### src/rtl/core/wpf_pkg.sv
`timescale 1ns / 1ps
// ----------------------------------------------------------------------------
// Weighted pose fusion package
// Shared types, register codes, fixed-point constants and helper functions.
// ----------------------------------------------------------------------------
package wpf_pkg;

    // Register indexes on the configuration port (byte address is 4 * index).
    localparam int          APB_AW       = 4;
    localparam logic [1:0]  REG_START_X  = 2'd0;
    localparam logic [1:0]  REG_START_Y  = 2'd1;
    localparam logic [1:0]  REG_START_H  = 2'd2;
    localparam logic [1:0]  REG_PERIOD   = 2'd3;

    // Q16.16 angle constants.
    localparam logic signed [31:0] PI_Q       = 32'sd205887;
    localparam logic signed [31:0] TWO_PI_Q   = 32'sd411775;
    localparam logic signed [32:0] THREE_Q_PI = 33'sd154415;

    localparam logic [4:0]  WARMUP_TICKS = 5'd20;
    localparam int          LANES        = 3;
    localparam int          LANE_H       = 2;

    // ceil(2^24 / 5); exact quotient by five for any 21-bit operand.
    localparam logic [42:0] DIV5_MUL     = 43'd3355444;

    localparam logic signed [31:0] START_X_RST = 32'sd215613;
    localparam logic signed [31:0] START_Y_RST = 32'sd504627;
    localparam logic signed [18:0] START_H_RST = -19'sd102957;
    localparam logic [7:0]         PERIOD_RST  = 8'd20;

    typedef struct packed {
        logic               odo_new;
        logic signed [31:0] odo_x;
        logic signed [31:0] odo_y;
        logic signed [31:0] odo_heading;
        logic               cam_new;
        logic signed [31:0] cam_x;
        logic signed [31:0] cam_y;
        logic signed [31:0] cam_heading;
    } tick_t;

    typedef struct packed {
        logic signed [31:0] pose_x;
        logic signed [31:0] pose_y;
        logic signed [31:0] pose_heading;
        logic               fused;
    } pose_t;

    typedef struct packed {
        logic signed [31:0] x;
        logic signed [31:0] y;
        logic signed [31:0] h;
    } pose3_t;

    typedef struct packed {
        logic signed [31:0] start_x;
        logic signed [31:0] start_y;
        logic signed [18:0] start_heading;
        logic [7:0]         output_period;
    } cfg_t;

    typedef struct packed {
        logic load_start;
        logic period_wr;
    } cfg_evt_t;

    typedef struct packed {
        logic   fused;
        pose3_t a;
        pose3_t b;
    } fuse_req_t;

    localparam cfg_t CFG_RST = '{
        start_x:       START_X_RST,
        start_y:       START_Y_RST,
        start_heading: START_H_RST,
        output_period: PERIOD_RST
    };

    localparam pose3_t START_POSE_RST = '{
        x: START_X_RST,
        y: START_Y_RST,
        h: 32'(START_H_RST)
    };

    // One correction toward the +-pi band.
    function automatic logic signed [31:0] wrap_once(input logic signed [31:0] h);
        logic signed [31:0] r;
        if (h > PI_Q) begin
            r = h - TWO_PI_Q;
        end
        else if (h < -PI_Q) begin
            r = h + TWO_PI_Q;
        end
        else begin
            r = h;
        end
        return r;
    endfunction

    // Quotient by five through a reciprocal multiply.
    function automatic logic [18:0] div5(input logic [20:0] x);
        logic [42:0] p;
        p = 43'(x) * DIV5_MUL;
        return p[42:24];
    endfunction

endpackage

### src/rtl/core/wpf_cfg_regs.sv
`timescale 1ns / 1ps
// ----------------------------------------------------------------------------
// Configuration registers
// APB-style register file holding the start pose and the idle output period.
// ----------------------------------------------------------------------------
module wpf_cfg_regs (
    input  logic                        clk,
    input  logic                        rst_n,
    input  logic                        psel,
    input  logic                        penable,
    input  logic                        pwrite,
    input  logic [wpf_pkg::APB_AW-1:0]  paddr,
    input  logic [31:0]                 pwdata,
    output logic [31:0]                 prdata,
    output logic                        pready,
    output wpf_pkg::cfg_t               cfg,
    output wpf_pkg::cfg_t               cfg_next,
    output wpf_pkg::cfg_evt_t           evt
);

    wpf_pkg::cfg_t cfg_reg;
    logic          wr;
    logic [1:0]    idx;

    assign pready = 1'b1;
    assign wr     = psel && penable && pwrite;
    assign idx    = paddr[3:2];
    assign cfg    = cfg_reg;

    always_comb
    begin
        cfg_next = cfg_reg;
        evt      = '0;
        if (wr)
        begin
            unique case (idx)
                wpf_pkg::REG_START_X:
                begin
                    cfg_next.start_x = signed'(pwdata);
                    evt.load_start   = 1'b1;
                end
                wpf_pkg::REG_START_Y:
                begin
                    cfg_next.start_y = signed'(pwdata);
                    evt.load_start   = 1'b1;
                end
                wpf_pkg::REG_START_H:
                begin
                    cfg_next.start_heading = signed'(pwdata[18:0]);
                    evt.load_start         = 1'b1;
                end
                wpf_pkg::REG_PERIOD:
                begin
                    cfg_next.output_period = pwdata[7:0];
                    evt.period_wr          = 1'b1;
                end
                default:
                begin
                end
            endcase
        end
    end

    always_comb
    begin
        unique case (idx)
            wpf_pkg::REG_START_X: prdata = cfg_reg.start_x;
            wpf_pkg::REG_START_Y: prdata = cfg_reg.start_y;
            wpf_pkg::REG_START_H: prdata = {13'd0, cfg_reg.start_heading};
            wpf_pkg::REG_PERIOD:  prdata = {24'd0, cfg_reg.output_period};
            default:              prdata = '0;
        endcase
    end

    always_ff @(posedge clk or negedge rst_n)
    begin
        if (!rst_n)
        begin
            cfg_reg <= wpf_pkg::CFG_RST;
        end
        else
        begin
            cfg_reg <= cfg_next;
        end
    end

endmodule

### config.mk
export PLATFORM = sky130hd
export DESIGN_NAME = wpf_cfg_regs
export DESIGN_NICKNAME = d
export VERILOG_FILES = /design/src/rtl/core/wpf_pkg.sv /design/src/rtl/core/wpf_cfg_regs.sv
export SDC_FILE = /design/constraint.sdc
export NUM_CORES = 1
export LEC_CHECK = 0
export ABC_AREA = 1
export BUFFER_PORTS_ARGS = -buffer_cell sky130_fd_sc_hd__buf_2
export CAP_MARGIN = 30
export CELL_PAD_IN_SITES_DETAIL_PLACEMENT = 0
export CELL_PAD_IN_SITES_GLOBAL_PLACEMENT = 2
export CORE_MARGIN = 2
export CORE_UTILIZATION = 24
export DETAILED_ROUTE_END_ITERATION = 7
export PLACE_DENSITY_LB_ADDON = 0.1
export RECOVER_POWER = 100
export SLEW_MARGIN = 10
export SYNTH_ARGS = -nofsm -noshare
export SYNTH_HDL_FRONTEND = slang
export SYNTH_SLANG_ARGS = --single-unit
### constraint.sdc
create_clock -name clk -period 2.14 [get_ports clk]
set_clock_uncertainty 0.1 [all_clocks]
set_input_delay 0.214 -clock clk [delete_from_list [all_inputs] [get_ports clk]]
set_output_delay 0.214 -clock clk [all_outputs]
set_load 0.1 [all_outputs]
Yosys cells after proc, flatten, opt, wreduce, memory -nomap -nowiden:

Index checks and enable logic that the tools add are counted.

* output and inout port bits: 217
* word-level logic and storage cells: 20
* input bits: 41
* memories kept: 0
* bits in read-only memories: 0
* bits in writable memories: 0
* register bits after elaboration: 91
* bits in latches: 0

* bitwise gates (word level): 0
* $mul: 0
* eq/ne operators: 3
* magnitude comparators: 0
* div/mod/pow operators: 0
* mux-type cells: 9
* add/subtract/negate cells: 0
* shift operators: 0
* reductions and logical operators: 4

Operator list (count)
* $pmux 32 s4: 1
* $mux 91: 1
* $mux 32: 2
* $mux 19: 1
* $mux 8: 1
* $eq 2x2->1 const B: 2
* $reduce_or 3->1: 1
* $eq 2x1->1 const B: 1
* $logic_and 1x1->1: 2
* $logic_not 2->1: 1
* $mux 1: 2
* $mux 2: 1

Longest topological paths before layout:

* depth after elaboration: 4
* gate-level depth with buffers: 7

Worst setup path after synthesis:

Ideal clock, no wire load.

* kind: register to output
* from: register cfg_reg, in the netlist cfg[29]
* to: output prdata[2]
* arrival: 1879 ps
* path slack: -53 ps
* path buffers: 0
* cell stages (with the launch flop): 3
* required time: 1826 ps
* cells stage by stage: dfrtp_1 nand3_1 nand4_1

* cells in the longest elaborated chain, start to end: 1

RTL lines
* start: declaration: RTL line wpf_cfg_regs.sv:21 `wpf_pkg::cfg_t cfg_reg;`
* start signal: assignment: RTL line wpf_cfg_regs.sv:79 `cfg_reg <= wpf_pkg::CFG_RST;`
* start signal: assignment: RTL line wpf_cfg_regs.sv:83 `cfg_reg <= cfg_next;`
* $pmux 32 s4: RTL line wpf_cfg_regs.sv:66 `unique case (idx)`
* end: declaration: RTL line wpf_cfg_regs.sv:14 `output logic [31:0] prdata,`

No other way between the ends.

==> impl_metrics.py <==
metrics = {
    "timing": {
        "slew_viol_final": 0,
        "relSlewSlack": 0.2167,
        "hold_viol": 0,
        "min_period_over_period": 0.9167,
        "fmax_mhz": 509.8,
        "rsz0062_at_grt": "no",
        "fin_crit_ps": 1962,
        "finalSetupViolations": 0,
        "worst_slew_pin_slew_ps": 1175,
        "setup_tns_ps": 0,
    },
    "setup_path": {
        "cpLargestDelayFamily": "simple AND/OR/NAND/NOR gates",
        "critPathCaptureType": "output pin",
        "start_kind": "input port",
        "slowest_delay_ps": 390,
        "worstPathCellList": "buf_2, inv_2, buf_4, nand2_1, nor2_8, nand2_1, nand2_1, buf_4",
        "cp_max_fo": 19,
        "crit_top_cell": "nand2_1",
        "slowest_stage": "nor2_8",
        "cp_data_arrival_time_ps": 1650,
        "worstPathRequired_ps": 1830,
        "critical_path_class": "in -> out",
        "r2r_slack_ps": 1180,
        "worst-path-buf-inv": 4,
    },
    "die": {
        "row_count": 48,
        "die_w_um": 137.6,
        "fp.dieH_um": 137.6,
        "pin_count": 258,
        "initial_core_util": 0.2470,
        "die_area_um2": 18950,
        "core_um2": 17360,
    },
    "cts": {
        "clk_pin_slew_ps": 60,
        "clkLatencyLatePin_ps": 340,
        "cts_sinks": 91,
        "cts_setup_buffers": 0,
        "cts_tree": "yes",
        "cts_resized": 0,
        "cts_max_level": 3,
        "hold_buffers": 12,
        "clockBufferDepth": 2,
        "cts_buffers": 9,
        "cts_root_buffer": "clkbuf_16",
    },
    "pwr": {
        "irDropWorstVdd_mv": 0.8455,
        "p_per_area_nw_per_um2": 1812,
        "leakagePower_nw": 3.767,
    },
    "placement": {
        "place_congestion": 0.7818,
        "hpwl_um": 13060,
        "portBuffers": 254,
    },
    "layout": {
        "largest_register_ffs": 91,
        "layout_common_cells": "nand2_1, clkbuf_2, buf_12, dfrtp_1, buf_2",
        "final_common_cell": "nand2_1",
        "multi_input_area_um2": 1698,
        "finalCoreUtilization": 0.3967,
        "nets": 848,
        "fillers": 1832,
        "seq_area_um2": 2341,
        "drive_gt1_frac": 0.4360,
        "area_growth_pct": 60.62,
    },
    "route": {
        "via_per_inst": 4.376,
        "drt_wl_total_um": 18160,
        "drt_pass1_iterations": 4,
        "detail_route.drc_violations": 0,
        "vias": 4542,
        "dr.first_iter.drc_count": 164,
        "drt-wirelength-per-cell_um": 17.49,
        "antenna_left": 0,
    },
    "yosys": {
        "synth_cells": 536,
        "synth_area_per_cell_um2": 7.997,
        "synthesis.area_um2": 4287,
        "syn_nets": 577,
        "ys_ff_latch": 91,
        "yosys_warnings": 0,
        "ys_seq_area_frac": 0.5417,
        "yosysUniqueCellTypes": 18,
    },
    "global_route": {
        "antenna_found_initial": 1,
        "grt.total_usage": 0.1920,
        "grt_pass1_vias": 4578,
        "grt_pass1_wl_um": 26880,
        "grt_start_max_net_pins": 43,
        "grt_remaining_overflow": 0,
    },
    "worst_hold_path": {
        "hp-class": "in -> reg",
    },
    "run": {
        "cap_violations": 0,
    },
    "status": {
        "outcome": "completed",
    },
}
[where the power goes]
| group | internal (mW) | switching (mW) |
|---|---|---|
| combinational | 1.27 | 6.97 |
| sequential | 2.19 | 0.288 |
| clock | 1.08 | 0.685 |
| total | 4.54 | 7.94 |
[per-stage QoR]
step / instances / total power, mW / setup slack [ps] / cell area, µm² / hold WS, ps
detailed placement: 1009 / 11.42 / 265.6 / 7221 / 158.8
global route: 1037 / 12.88 / 86.61 / 6883 / 8.148
global placement: 1009 / 11.40 / 283.2 / 7221 / 152.9
floorplan: 536 / 9.076 / -26.07 / 4325 / -181.6
CTS: 1037 / 13.26 / 260.8 / 7669 / 0.1424
finish: 1038 / 12.48 / 178.3 / 6885 / 2.388
[synth_stat cells]
cell,n,share of area
nor2_1,1,0.00087
nand3_1,35,0.041
buf_4,3,0.0053
buf_2,7,0.0082
nor2_8,1,0.0047
dfstp_2,36,0.22
buf_6,15,0.039
inv_4,1,0.0015
nand4_1,8,0.012
nand2_1,357,0.31
conb_1,1,0.00087
dfrtp_1,55,0.32
nand2_2,2,0.0029
nand3_4,1,0.0041
inv_1,1,0.00087
inv_2,4,0.0035
nand2_4,3,0.0079
nor2_4,5,0.013
[worst paths after layout]
path / startpoint / to / cells after the start
worst max-delay path: paddr[2] / cfg_next[25] / 8
worst min-delay path: pwdata[31] / cfg[58] / 3
worst max register to register: cfg[45] / cfg[45] / 2
worst min register to register: cfg[2] / cfg[2] / 2
max in group asynchronous: rst_n / cfg[57] / 3
min in group asynchronous: rst_n / cfg[5] / 2
[kinds of logic (layout without fill, tap and decap cells)]
kind of cell | after synthesis | in the layout | share of synthesized area
and+or+nand+nor | 413 | 413 | 0.3987
DFF | 91 | 91 | 0.5417
buffers and inverters | 31 | 307 | 0.05867
other | 1 | 2 | 0.0008748
[worst register-to-register path: stages (launching register included)]
cell and delay [ps]:
dfstp_2 560, nand2_1 70, nand2_1 150
[final cells by class]
cell class,instances,area share
multi-input cells,414,0.2466
repair buffers,285,0.3209
well taps,225,0.04089
clock inverters,5,0.01090
clock buffers,11,0.03671
diodes,1,0.0003634
inverters,6,0.003634
flip-flops and latches,91,0.3400
[per-layer routing]
layer	wire length, µm	track usage	vias to the layer above
li1	-	-	2205
met1	7730	0.2404	2144
met2	8560	0.3165	173
met3	1533	0.05887	20
met4	331	0.06014	0
met5	0	0	-
(Power assumes the default switching activity.)
