==> config.mk <==
export PLATFORM = sky130hd
export DESIGN_NAME = wpf_track
export DESIGN_NICKNAME = d
export VERILOG_FILES = /design/src/rtl/core/wpf_pkg.sv /design/src/rtl/core/wpf_track.sv
export SDC_FILE = /design/constraint.sdc
export NUM_CORES = 1
export LEC_CHECK = 0
export ABC_AREA = 1
export BUFFER_PORTS_ARGS = -buffer_cell sky130_fd_sc_hd__clkbuf_2
export CAP_MARGIN = 20
export CORE_AREA = 2 2 222 224
export DETAILED_ROUTE_END_ITERATION = 10
export DIE_AREA = 0 0 224 226
export PLACE_DENSITY_LB_ADDON = 0.3
export SYNTH_ARGS = -nofsm -noshare
export SYNTH_HDL_FRONTEND = slang
export SYNTH_SLANG_ARGS = --single-unit
==> constraint.sdc <==
create_clock -name clk -period 7.45 [get_ports clk]
set_clock_uncertainty 0.05 [all_clocks]
set_input_delay 1.1175 -clock clk [delete_from_list [all_inputs] [get_ports clk]]
set_output_delay 1.1175 -clock clk [all_outputs]
set_load 0.01 [all_outputs]
==> src/rtl/core/wpf_pkg.sv <==
`timescale 1ns / 1ps
// ----------------------------------------------------------------------------
// Weighted pose fusion package
// Shared types, register codes, fixed-point constants and helper functions.
// ----------------------------------------------------------------------------
package wpf_pkg;

    // Register indexes on the configuration port (byte address is 4 * index).
    localparam int          APB_AW       = 4;
    localparam logic [1:0]  REG_START_X  = 2'd0;
    localparam logic [1:0]  REG_START_Y  = 2'd1;
    localparam logic [1:0]  REG_START_H  = 2'd2;
    localparam logic [1:0]  REG_PERIOD   = 2'd3;

    // Q16.16 angle constants.
    localparam logic signed [31:0] PI_Q       = 32'sd205887;
    localparam logic signed [31:0] TWO_PI_Q   = 32'sd411775;
    localparam logic signed [32:0] THREE_Q_PI = 33'sd154415;

    localparam logic [4:0]  WARMUP_TICKS = 5'd20;
    localparam int          LANES        = 3;
    localparam int          LANE_H       = 2;

    // ceil(2^24 / 5); exact quotient by five for any 21-bit operand.
    localparam logic [42:0] DIV5_MUL     = 43'd3355444;

    localparam logic signed [31:0] START_X_RST = 32'sd215613;
    localparam logic signed [31:0] START_Y_RST = 32'sd504627;
    localparam logic signed [18:0] START_H_RST = -19'sd102957;
    localparam logic [7:0]         PERIOD_RST  = 8'd20;

    typedef struct packed {
        logic               odo_new;
        logic signed [31:0] odo_x;
        logic signed [31:0] odo_y;
        logic signed [31:0] odo_heading;
        logic               cam_new;
        logic signed [31:0] cam_x;
        logic signed [31:0] cam_y;
        logic signed [31:0] cam_heading;
    } tick_t;

    typedef struct packed {
        logic signed [31:0] pose_x;
        logic signed [31:0] pose_y;
        logic signed [31:0] pose_heading;
        logic               fused;
    } pose_t;

    typedef struct packed {
        logic signed [31:0] x;
        logic signed [31:0] y;
        logic signed [31:0] h;
    } pose3_t;

    typedef struct packed {
        logic signed [31:0] start_x;
        logic signed [31:0] start_y;
        logic signed [18:0] start_heading;
        logic [7:0]         output_period;
    } cfg_t;

    typedef struct packed {
        logic load_start;
        logic period_wr;
    } cfg_evt_t;

    typedef struct packed {
        logic   fused;
        pose3_t a;
        pose3_t b;
    } fuse_req_t;

    localparam cfg_t CFG_RST = '{
        start_x:       START_X_RST,
        start_y:       START_Y_RST,
        start_heading: START_H_RST,
        output_period: PERIOD_RST
    };

    localparam pose3_t START_POSE_RST = '{
        x: START_X_RST,
        y: START_Y_RST,
        h: 32'(START_H_RST)
    };

    // One correction toward the +-pi band.
    function automatic logic signed [31:0] wrap_once(input logic signed [31:0] h);
        logic signed [31:0] r;
        if (h > PI_Q) begin
            r = h - TWO_PI_Q;
        end
        else if (h < -PI_Q) begin
            r = h + TWO_PI_Q;
        end
        else begin
            r = h;
        end
        return r;
    endfunction

    // Quotient by five through a reciprocal multiply.
    function automatic logic [18:0] div5(input logic [20:0] x);
        logic [42:0] p;
        p = 43'(x) * DIV5_MUL;
        return p[42:24];
    endfunction

endpackage

==> src/rtl/core/wpf_track.sv <==
`timescale 1ns / 1ps
// ----------------------------------------------------------------------------
// Pose tracker
// Holds the latest odometry and camera poses, the warm-up and idle counters,
// and decides per tick whether a result is produced and what goes into it.
// ----------------------------------------------------------------------------
module wpf_track (
    input  logic                  clk,
    input  logic                  rst_n,
    input  wpf_pkg::cfg_t         cfg,
    input  wpf_pkg::cfg_t         cfg_next,
    input  wpf_pkg::cfg_evt_t     evt,
    input  wpf_pkg::tick_t        tick,
    input  logic                  fire,
    output logic                  busy,
    output logic                  emit,
    output wpf_pkg::fuse_req_t    req
);

    wpf_pkg::pose3_t    odo_reg, odo_next, cam_reg, cam_next;
    wpf_pkg::pose3_t    start_pose, load_pose, odo_in, cam_in;
    logic [4:0]         warm_reg, warm_next;
    logic [7:0]         idle_reg, idle_next, rem_reg, rem_next, period_eff;
    logic               busy_reg, busy_next;
    logic [2:0]         step_reg, step_next;
    logic               warm, hit, wrap_edit;
    logic [8:0]         rem_inc, rem_shift;
    logic signed [32:0] cam_h_ext, cam_h_mag;
    logic signed [31:0] oh, ch;

    assign busy = busy_reg;

    always_comb
    begin
        start_pose.x = cfg.start_x;
        start_pose.y = cfg.start_y;
        start_pose.h = {{13{cfg.start_heading[18]}}, cfg.start_heading};
        load_pose.x  = cfg_next.start_x;
        load_pose.y  = cfg_next.start_y;
        load_pose.h  = {{13{cfg_next.start_heading[18]}}, cfg_next.start_heading};

        odo_in = odo_reg;
        if (tick.odo_new)
        begin
            odo_in.x = tick.odo_x;
            odo_in.y = tick.odo_y;
            odo_in.h = tick.odo_heading;
        end
        cam_in.x = tick.cam_x;
        cam_in.y = tick.cam_y;
        cam_in.h = tick.cam_heading;

        // Headings on opposite sides near +-pi: lift the negative one by 2pi
        // so the average does not land near zero. The edit is kept.
        oh        = odo_in.h;
        ch        = cam_in.h;
        cam_h_ext = 33'(ch);
        cam_h_mag = cam_h_ext[32] ? -cam_h_ext : cam_h_ext;
        wrap_edit = tick.cam_new && ((oh < 0 && ch > 0) || (oh > 0 && ch < 0))
                    && (cam_h_mag > wpf_pkg::THREE_Q_PI);
        if (wrap_edit)
        begin
            if (oh > ch)
            begin
                cam_in.h = ch + wpf_pkg::TWO_PI_Q;
            end
            else
            begin
                odo_in.h = oh + wpf_pkg::TWO_PI_Q;
            end
        end

        warm       = warm_reg < wpf_pkg::WARMUP_TICKS;
        period_eff = (cfg.output_period == 8'd0) ? 8'd1 : cfg.output_period;
        rem_inc    = 9'(rem_reg) + 9'd1;
        hit        = (idle_reg == 8'hFF) || (rem_inc == {1'b0, period_eff});

        req.b = cam_in;
        if (warm)
        begin
            emit      = 1'b1;
            req.fused = 1'b0;
            req.a     = start_pose;
        end
        else if (tick.cam_new)
        begin
            emit      = 1'b1;
            req.fused = 1'b1;
            req.a     = odo_in;
        end
        else
        begin
            emit      = hit;
            req.fused = 1'b0;
            req.a.x   = odo_in.x;
            req.a.y   = odo_in.y;
            req.a.h   = wpf_pkg::wrap_once(odo_in.h);
        end
    end

    // Next state. rem_reg tracks idle_reg modulo the period; after a period
    // write it is rebuilt one bit per cycle by restoring division.
    always_comb
    begin
        odo_next  = odo_reg;
        cam_next  = cam_reg;
        warm_next = warm_reg;
        idle_next = idle_reg;
        rem_next  = rem_reg;
        busy_next = busy_reg;
        step_next = step_reg;
        rem_shift = {rem_reg, idle_reg[3'd7 - step_reg]};

        if (busy_reg)
        begin
            if (rem_shift >= {1'b0, period_eff})
            begin
                rem_shift = rem_shift - {1'b0, period_eff};
            end
            rem_next  = rem_shift[7:0];
            step_next = step_reg + 3'd1;
            if (step_reg == 3'd7)
            begin
                busy_next = 1'b0;
            end
        end

        if (fire)
        begin
            if (warm)
            begin
                warm_next = warm_reg + 5'd1;
            end
            else
            begin
                odo_next = odo_in;
                if (tick.cam_new)
                begin
                    cam_next  = cam_in;
                    idle_next = 8'd0;
                    rem_next  = 8'd0;
                end
                else if (hit)
                begin
                    idle_next = 8'd0;
                    rem_next  = 8'd0;
                end
                else
                begin
                    idle_next = idle_reg + 8'd1;
                    rem_next  = rem_inc[7:0];
                end
            end
        end

        if (evt.load_start)
        begin
            odo_next  = load_pose;
            cam_next  = load_pose;
            warm_next = 5'd0;
        end

        if (evt.period_wr)
        begin
            busy_next = 1'b1;
            step_next = 3'd0;
            rem_next  = 8'd0;
        end
    end

    always_ff @(posedge clk or negedge rst_n)
    begin
        if (!rst_n)
        begin
            odo_reg  <= wpf_pkg::START_POSE_RST;
            cam_reg  <= wpf_pkg::START_POSE_RST;
            warm_reg <= 5'd0;
            idle_reg <= 8'd0;
            rem_reg  <= 8'd0;
            busy_reg <= 1'b0;
            step_reg <= 3'd0;
        end
        else
        begin
            odo_reg  <= odo_next;
            cam_reg  <= cam_next;
            warm_reg <= warm_next;
            idle_reg <= idle_next;
            rem_reg  <= rem_next;
            busy_reg <= busy_next;
            step_reg <= step_next;
        end
    end

endmodule

Yosys cells after proc, flatten, opt, wreduce, memory -nomap -nowiden
Index checks and enable logic that the tools add are counted.
Widths: inputs -> output; s select.
- register bits: 121
- bits of input ports: 381
- add/subtract/negate cells: 11
- order comparisons: 11
- eq/ne operators: 4
- muxes and demuxes: 35
- bitwise operators: 1
- reductions and logical operators: 13
- operators by type and width (cell ; number):
    $mux 96 ; 4
    $mux 97 ; 2
    $mux 32 ; 6
    $add 32x20->32 const B ; 3
    $mux 8 ; 10
    $gt 32x1->1 const B ; 2
    $lt 32x1->1 const B ; 2
    $gt 33x19->1 const B ; 1
    $mux 33 ; 1
    $neg 32->33 ; 1
    $gt 32x19->1 const B ; 1
    $gt 32x32->1 ; 1
    $lt 32x19->1 const B ; 1
    $sub 32x20->32 const B ; 1
    $mux 5 ; 3
    $add 8x1->9 const B ; 1
    $eq 9x8->1 ; 1
    $ge 9x8->1 ; 1
    $add 8x1->8 const B ; 1
    $eq 8x8->1 const B ; 1
    $logic_not 8->1 ; 1
    $sub 8x8->8 ; 1
    $mux 1 ; 6
    $mux 3 ; 2
    13 further kinds ; 21

Logic depth before layout (Yosys ltp)
- depth in word-level cells: 12
- mapped depth: 40
- gate-level depth less buffers: 37

Worst setup path before layout
No wires, ideal clock.
- kind: in2out
- start point: input tick[193] (netlist bit)
- end point: output req[108] (netlist bit)
- data arrival time: 5112 ps
- required time: 6283 ps
- slack: 1170 ps
- stages on the path: 29
- path buffers: 4
- cells stage by stage: buf_6 > buf_6 > o21ai_0 > inv_1 > ha_1 > nand2_1 > nor2_1 > nand4_1 > nor4_1 > nand4_1 > nand3_2 > buf_2 > xor2_1 > nand2_1 > o21ai_1 > ha_1 > nand3_1 > nor2_1 > nand2_1 > nand3_1 > nand2_1 > nand3_2 > nand3_4 > nand2_4 > nand2_2 > buf_4 > o21ai_0 > nand3_1 > nand2_1
- RTL lines (item ; line ; source):
    from (decl) ; wpf_track.sv:13 ; input wpf_pkg::tick_t tick,
    to (decl) ; wpf_track.sv:17 ; output wpf_pkg::fuse_req_t req

==> results.txt <==
- The run finished with clean final reports.
- Post-synth top flop: sky130_fd_sc_hd__dfrtp_1
- The final-report max-slew violation count came to 0.
- # H-tree levels: 4
* Final critical delay including setup and external delays: roughly 7100 ps
- Setup violations remaining at the end of the flow were counted as 0.
- Average detailed-routed wire length per instance: ~19 um
- The tool flagged a number of max-cap violations equal to 0.
- The cell area that synthesis handed to floorplanning was between 0.015 and 0.02 mm2.
* Register-to-Register Setup Slack: ~3800 ps
* Data arrival time of the worst path: about 5900 ps
- Global routing used a little over a quarter of the available tracks.
* Yosys warnings: 0
- Number of antenna violations at the first check in global routing: 6
* CP Data Required Time: approximately 6300 ps
- Final hold violations: 0
* Count of unresolved DRC violations after routing: 0
- After synthesis the netlist holds a flip-flop and latch count of about 120.
- After floorplanning, the core was sized to cover about 0.048 mm2.
* Final HPWL from detailed placement: roughly 57000 um
- Accumulated negative setup slack: 0 ps
- The worst hold path begins at odo_reg[68].
- At the end of routability-driven placement, the weighted congestion stood at about 1.
- The tightest min-delay check is of the register to register type.
- In this run the worst path has a maximum fanout of 35.
* Tcrit/Tclk final: between 90 and 100%
- Cells on Worst Hold Path: 2
- Total congestion overflow: 0
- The number of nets in the synthesized netlist is roughly 3200.
- For this design the static power due to leakage is between 0.01 and 0.015 uW.
- The routed layout has ~20000 vias.
- The worst setup path is captured at a primary output.
* Reg2Reg Launch Point: step_reg[0]
- Power density normalized to cell area: 167 mW/mm2
* Endpoint of the worst hold-timing path: odo_reg[68]
* Slowest stage delay, CP: between 300 and 400 ps
- After the first detailed-routing iteration, the DRC count stood at about 1500.
- Number of I/O pins: around 580
- Clock root buffer master: sky130_fd_sc_hd__clkbuf_16
- Yosys mapped the design onto 60 distinct sky130hd cell types.
- Summed over all instances, the cell type with the most area after synthesis is sky130_fd_sc_hd__nand2_1.
- Clock latency on the worst-skew pair: ~440 ps
* TritonCTS clock tree: yes
- Number of routed nets with antenna violations: 0
- After clock tree synthesis, the setup repair step added 0 buffers.
- Share of the synthesized area in the top cell type: 22.1%
- Number of cell rows: 81
- Wire length of the first global-routing pass: around 110000 um
- For the pin with the worst max-slew slack, the measured transition is around 1000 ps.
- DIE HEIGHT: roughly 230 um
* Vias in the first global route: around 18000
- Sequential elements use 19.3% of the synthesized area.
* Clock transition time at the flip-flop clock pins of the worst setup and hold paths: around 60 ps
* Area contributors post-synth: sky130_fd_sc_hd__nand2_1 22%, sky130_fd_sc_hd__dfrtp_1 12%, sky130_fd_sc_hd__dfstp_2 7.7%
* Routed Wire Length: between 70000 and 80000 um
* First-pass iteration count of the detailed router: 8
- The register with the most flip-flops in the layout has 96 of them.
* Nets: between 3000 and 4000
- Synth cell count leaders: 941 x sky130_fd_sc_hd__nand2_1, 281 x sky130_fd_sc_hd__inv_1, 269 x sky130_fd_sc_hd__nor2_1
- The die covers approximately 0.05 mm2.
- In the synthesized netlist, the number of instances is about 2800.
- The most common cell in the synthesized netlist is sky130_fd_sc_hd__nand2_1.
- For the worst flop-to-flop path, the logic depth is 20.
- Input and output buffers added on the ports amount to 439.
- Share of cells above drive strength 1: 22.6%
* Highest clock frequency the design can meet: between 0.1 and 0.15 GHz
- In this run the tightest slew margin relative to its limit is a little under a third.
- Async SR Flop Fraction: 100%
- Maximum count of clock buffers along a single path: 2
- Critical register-to-register path endpoint: rem_reg[5]
- The slowest stage of the critical path belongs to the cell sky130_fd_sc_hd__ha_1.
* Setup repair after global routing missed its margin: no
- Using the TritonRoute via totals, the vias-per-cell ratio works out to 5.18.
* Count of flip-flops with a built-in enable after synthesis: 0
- Once the floorplan was initialized, standard cells occupied 33.1% of the core.
* Pin count of the biggest net entering global routing: 92
- Area growth, synth to finish: 20.6%
- From left edge to right edge, the die measures about 220 um.
- STA classifies the critical path startpoint as an input pin.
- TritonCTS buffer count: 17
- Worst IR drop on VDD: between 0.15 and 0.2 mV
* CTS sink cnt: ~120
- Worst setup path startpoint: tick[193]
* Critical Setup Path Class: input pin to primary output
* Design Power: 3220 uW
- Top cell by count, worst path: sky130_fd_sc_hd__nand2_1
- After synthesis, the mean cell area works out to 5.78 um2.
per-layer routing:
| metal | GRT usage [%] | vias to the layer above | wire (um) |
|---|---|---|---|
| met1 | 34.5 | 8923 | 30100 |
| met5 | 0 | - | 55 |
| met2 | 46.8 | 800 | 33400 |
| li1 | - | 9666 | - |
| met4 | 11.1 | 8 | 2830 |
| met3 | 3.71 | 145 | 4250 |
per-stage QoR:
stage	hold WS (ps)	utilization, %	worst slack (ps)	instance area [um2]	instances
final	420	39.9	363	19300	3775
after global routing	441	39.9	1.37	19300	3775
after detailed placement	412	38.6	409	18700	3742
after floorplan	398	-	1170	16000	2770
after CTS	421	39.9	322	19300	3773
after global placement	408	38.6	393	18700	3742
repair_timing:
action / 4_1_cts / 5_1_grt
endpoints found under the setup margin: 0 / 12
hold buffers: 0 / 0
gates resized for setup: 0 / 4
placed cells by master (no fill, tap or decap), types with 5 or more instances in the layout:
cell type	n
sky130_fd_sc_hd__inv_1	281
sky130_fd_sc_hd__clkinv_1	5
sky130_fd_sc_hd__o21ai_4	5
sky130_fd_sc_hd__dfstp_2	47
sky130_fd_sc_hd__o221ai_1	18
sky130_fd_sc_hd__nand2_2	19
sky130_fd_sc_hd__buf_4	81
sky130_fd_sc_hd__nor2_1	267
sky130_fd_sc_hd__ha_1	50
sky130_fd_sc_hd__nor3_1	25
sky130_fd_sc_hd__nand3_1	207
sky130_fd_sc_hd__o21ai_2	17
sky130_fd_sc_hd__o211ai_1	39
sky130_fd_sc_hd__nand4_1	42
sky130_fd_sc_hd__o21ai_1	35
sky130_fd_sc_hd__nor2_2	18
sky130_fd_sc_hd__dfrtp_1	74
sky130_fd_sc_hd__nand2_1	941
sky130_fd_sc_hd__o21ai_0	151
sky130_fd_sc_hd__mux2i_1	14
sky130_fd_sc_hd__nand3b_1	9
sky130_fd_sc_hd__inv_2	25
sky130_fd_sc_hd__o22ai_1	51
sky130_fd_sc_hd__buf_12	5
sky130_fd_sc_hd__xor2_1	70
sky130_fd_sc_hd__clkbuf_2	437
sky130_fd_sc_hd__nor4_1	7
sky130_fd_sc_hd__a31oi_1	6
sky130_fd_sc_hd__a21oi_1	116
sky130_fd_sc_hd__nor2_4	5
sky130_fd_sc_hd__nand3_2	6
sky130_fd_sc_hd__clkbuf_16	17
how the worst max path moves through the flow:
stage,to
3_5_place_dp,req[126]
3_3_place_gp,req[126]
4_1_cts,req[124]
6_report,req[124]
5_1_grt,req[126]
2_1_floorplan,req[108]
final cells by class:
class                   count  area (um2)
well taps                 622         778
multi-input cells        2161       10700
diodes                      2        5.00
inverters                 312        1170
clock inverters             9         141
fillers                  5465       29000
clock buffers              22         464
flip-flops and latches    121        3090
repair buffers            526        2930
report_power, final:
group	switching, uW	leakage, uW	internal (uW)	total (uW)
Sequential	49.9	0.00139	746	796
Combinational	994	0.00851	533	1530
Clock	349	0.000291	546	896
worst max-delay path, delay by kind of cell:
family / cells / cell delay [ps]
adder cells (fa/ha/maj): 1 / 330
AO/OA/AOI/OAI: 4 / 680
buffers and inverters: 9 / 1530
AND/OR/NAND/NOR: 22 / 2230
logic make-up (layout without fill, tap and decap cells):
family                     count (synthesis)  in the layout  synth area share [%]
and+or+nand+nor                         1562           1562                  40.9
buffers and inverters                    488            869                  13.9
AOI/OAI and AO/OA                        462            462                  17.1
DFF                                      121            121                  19.3
xor gates and xnor gates                  72             72                  3.94
adders and majority gates                 51             51                  4.03
muxes                                     14             14                 0.875
other                                      0              2                     0
Power figures use the tool's default switching activity.
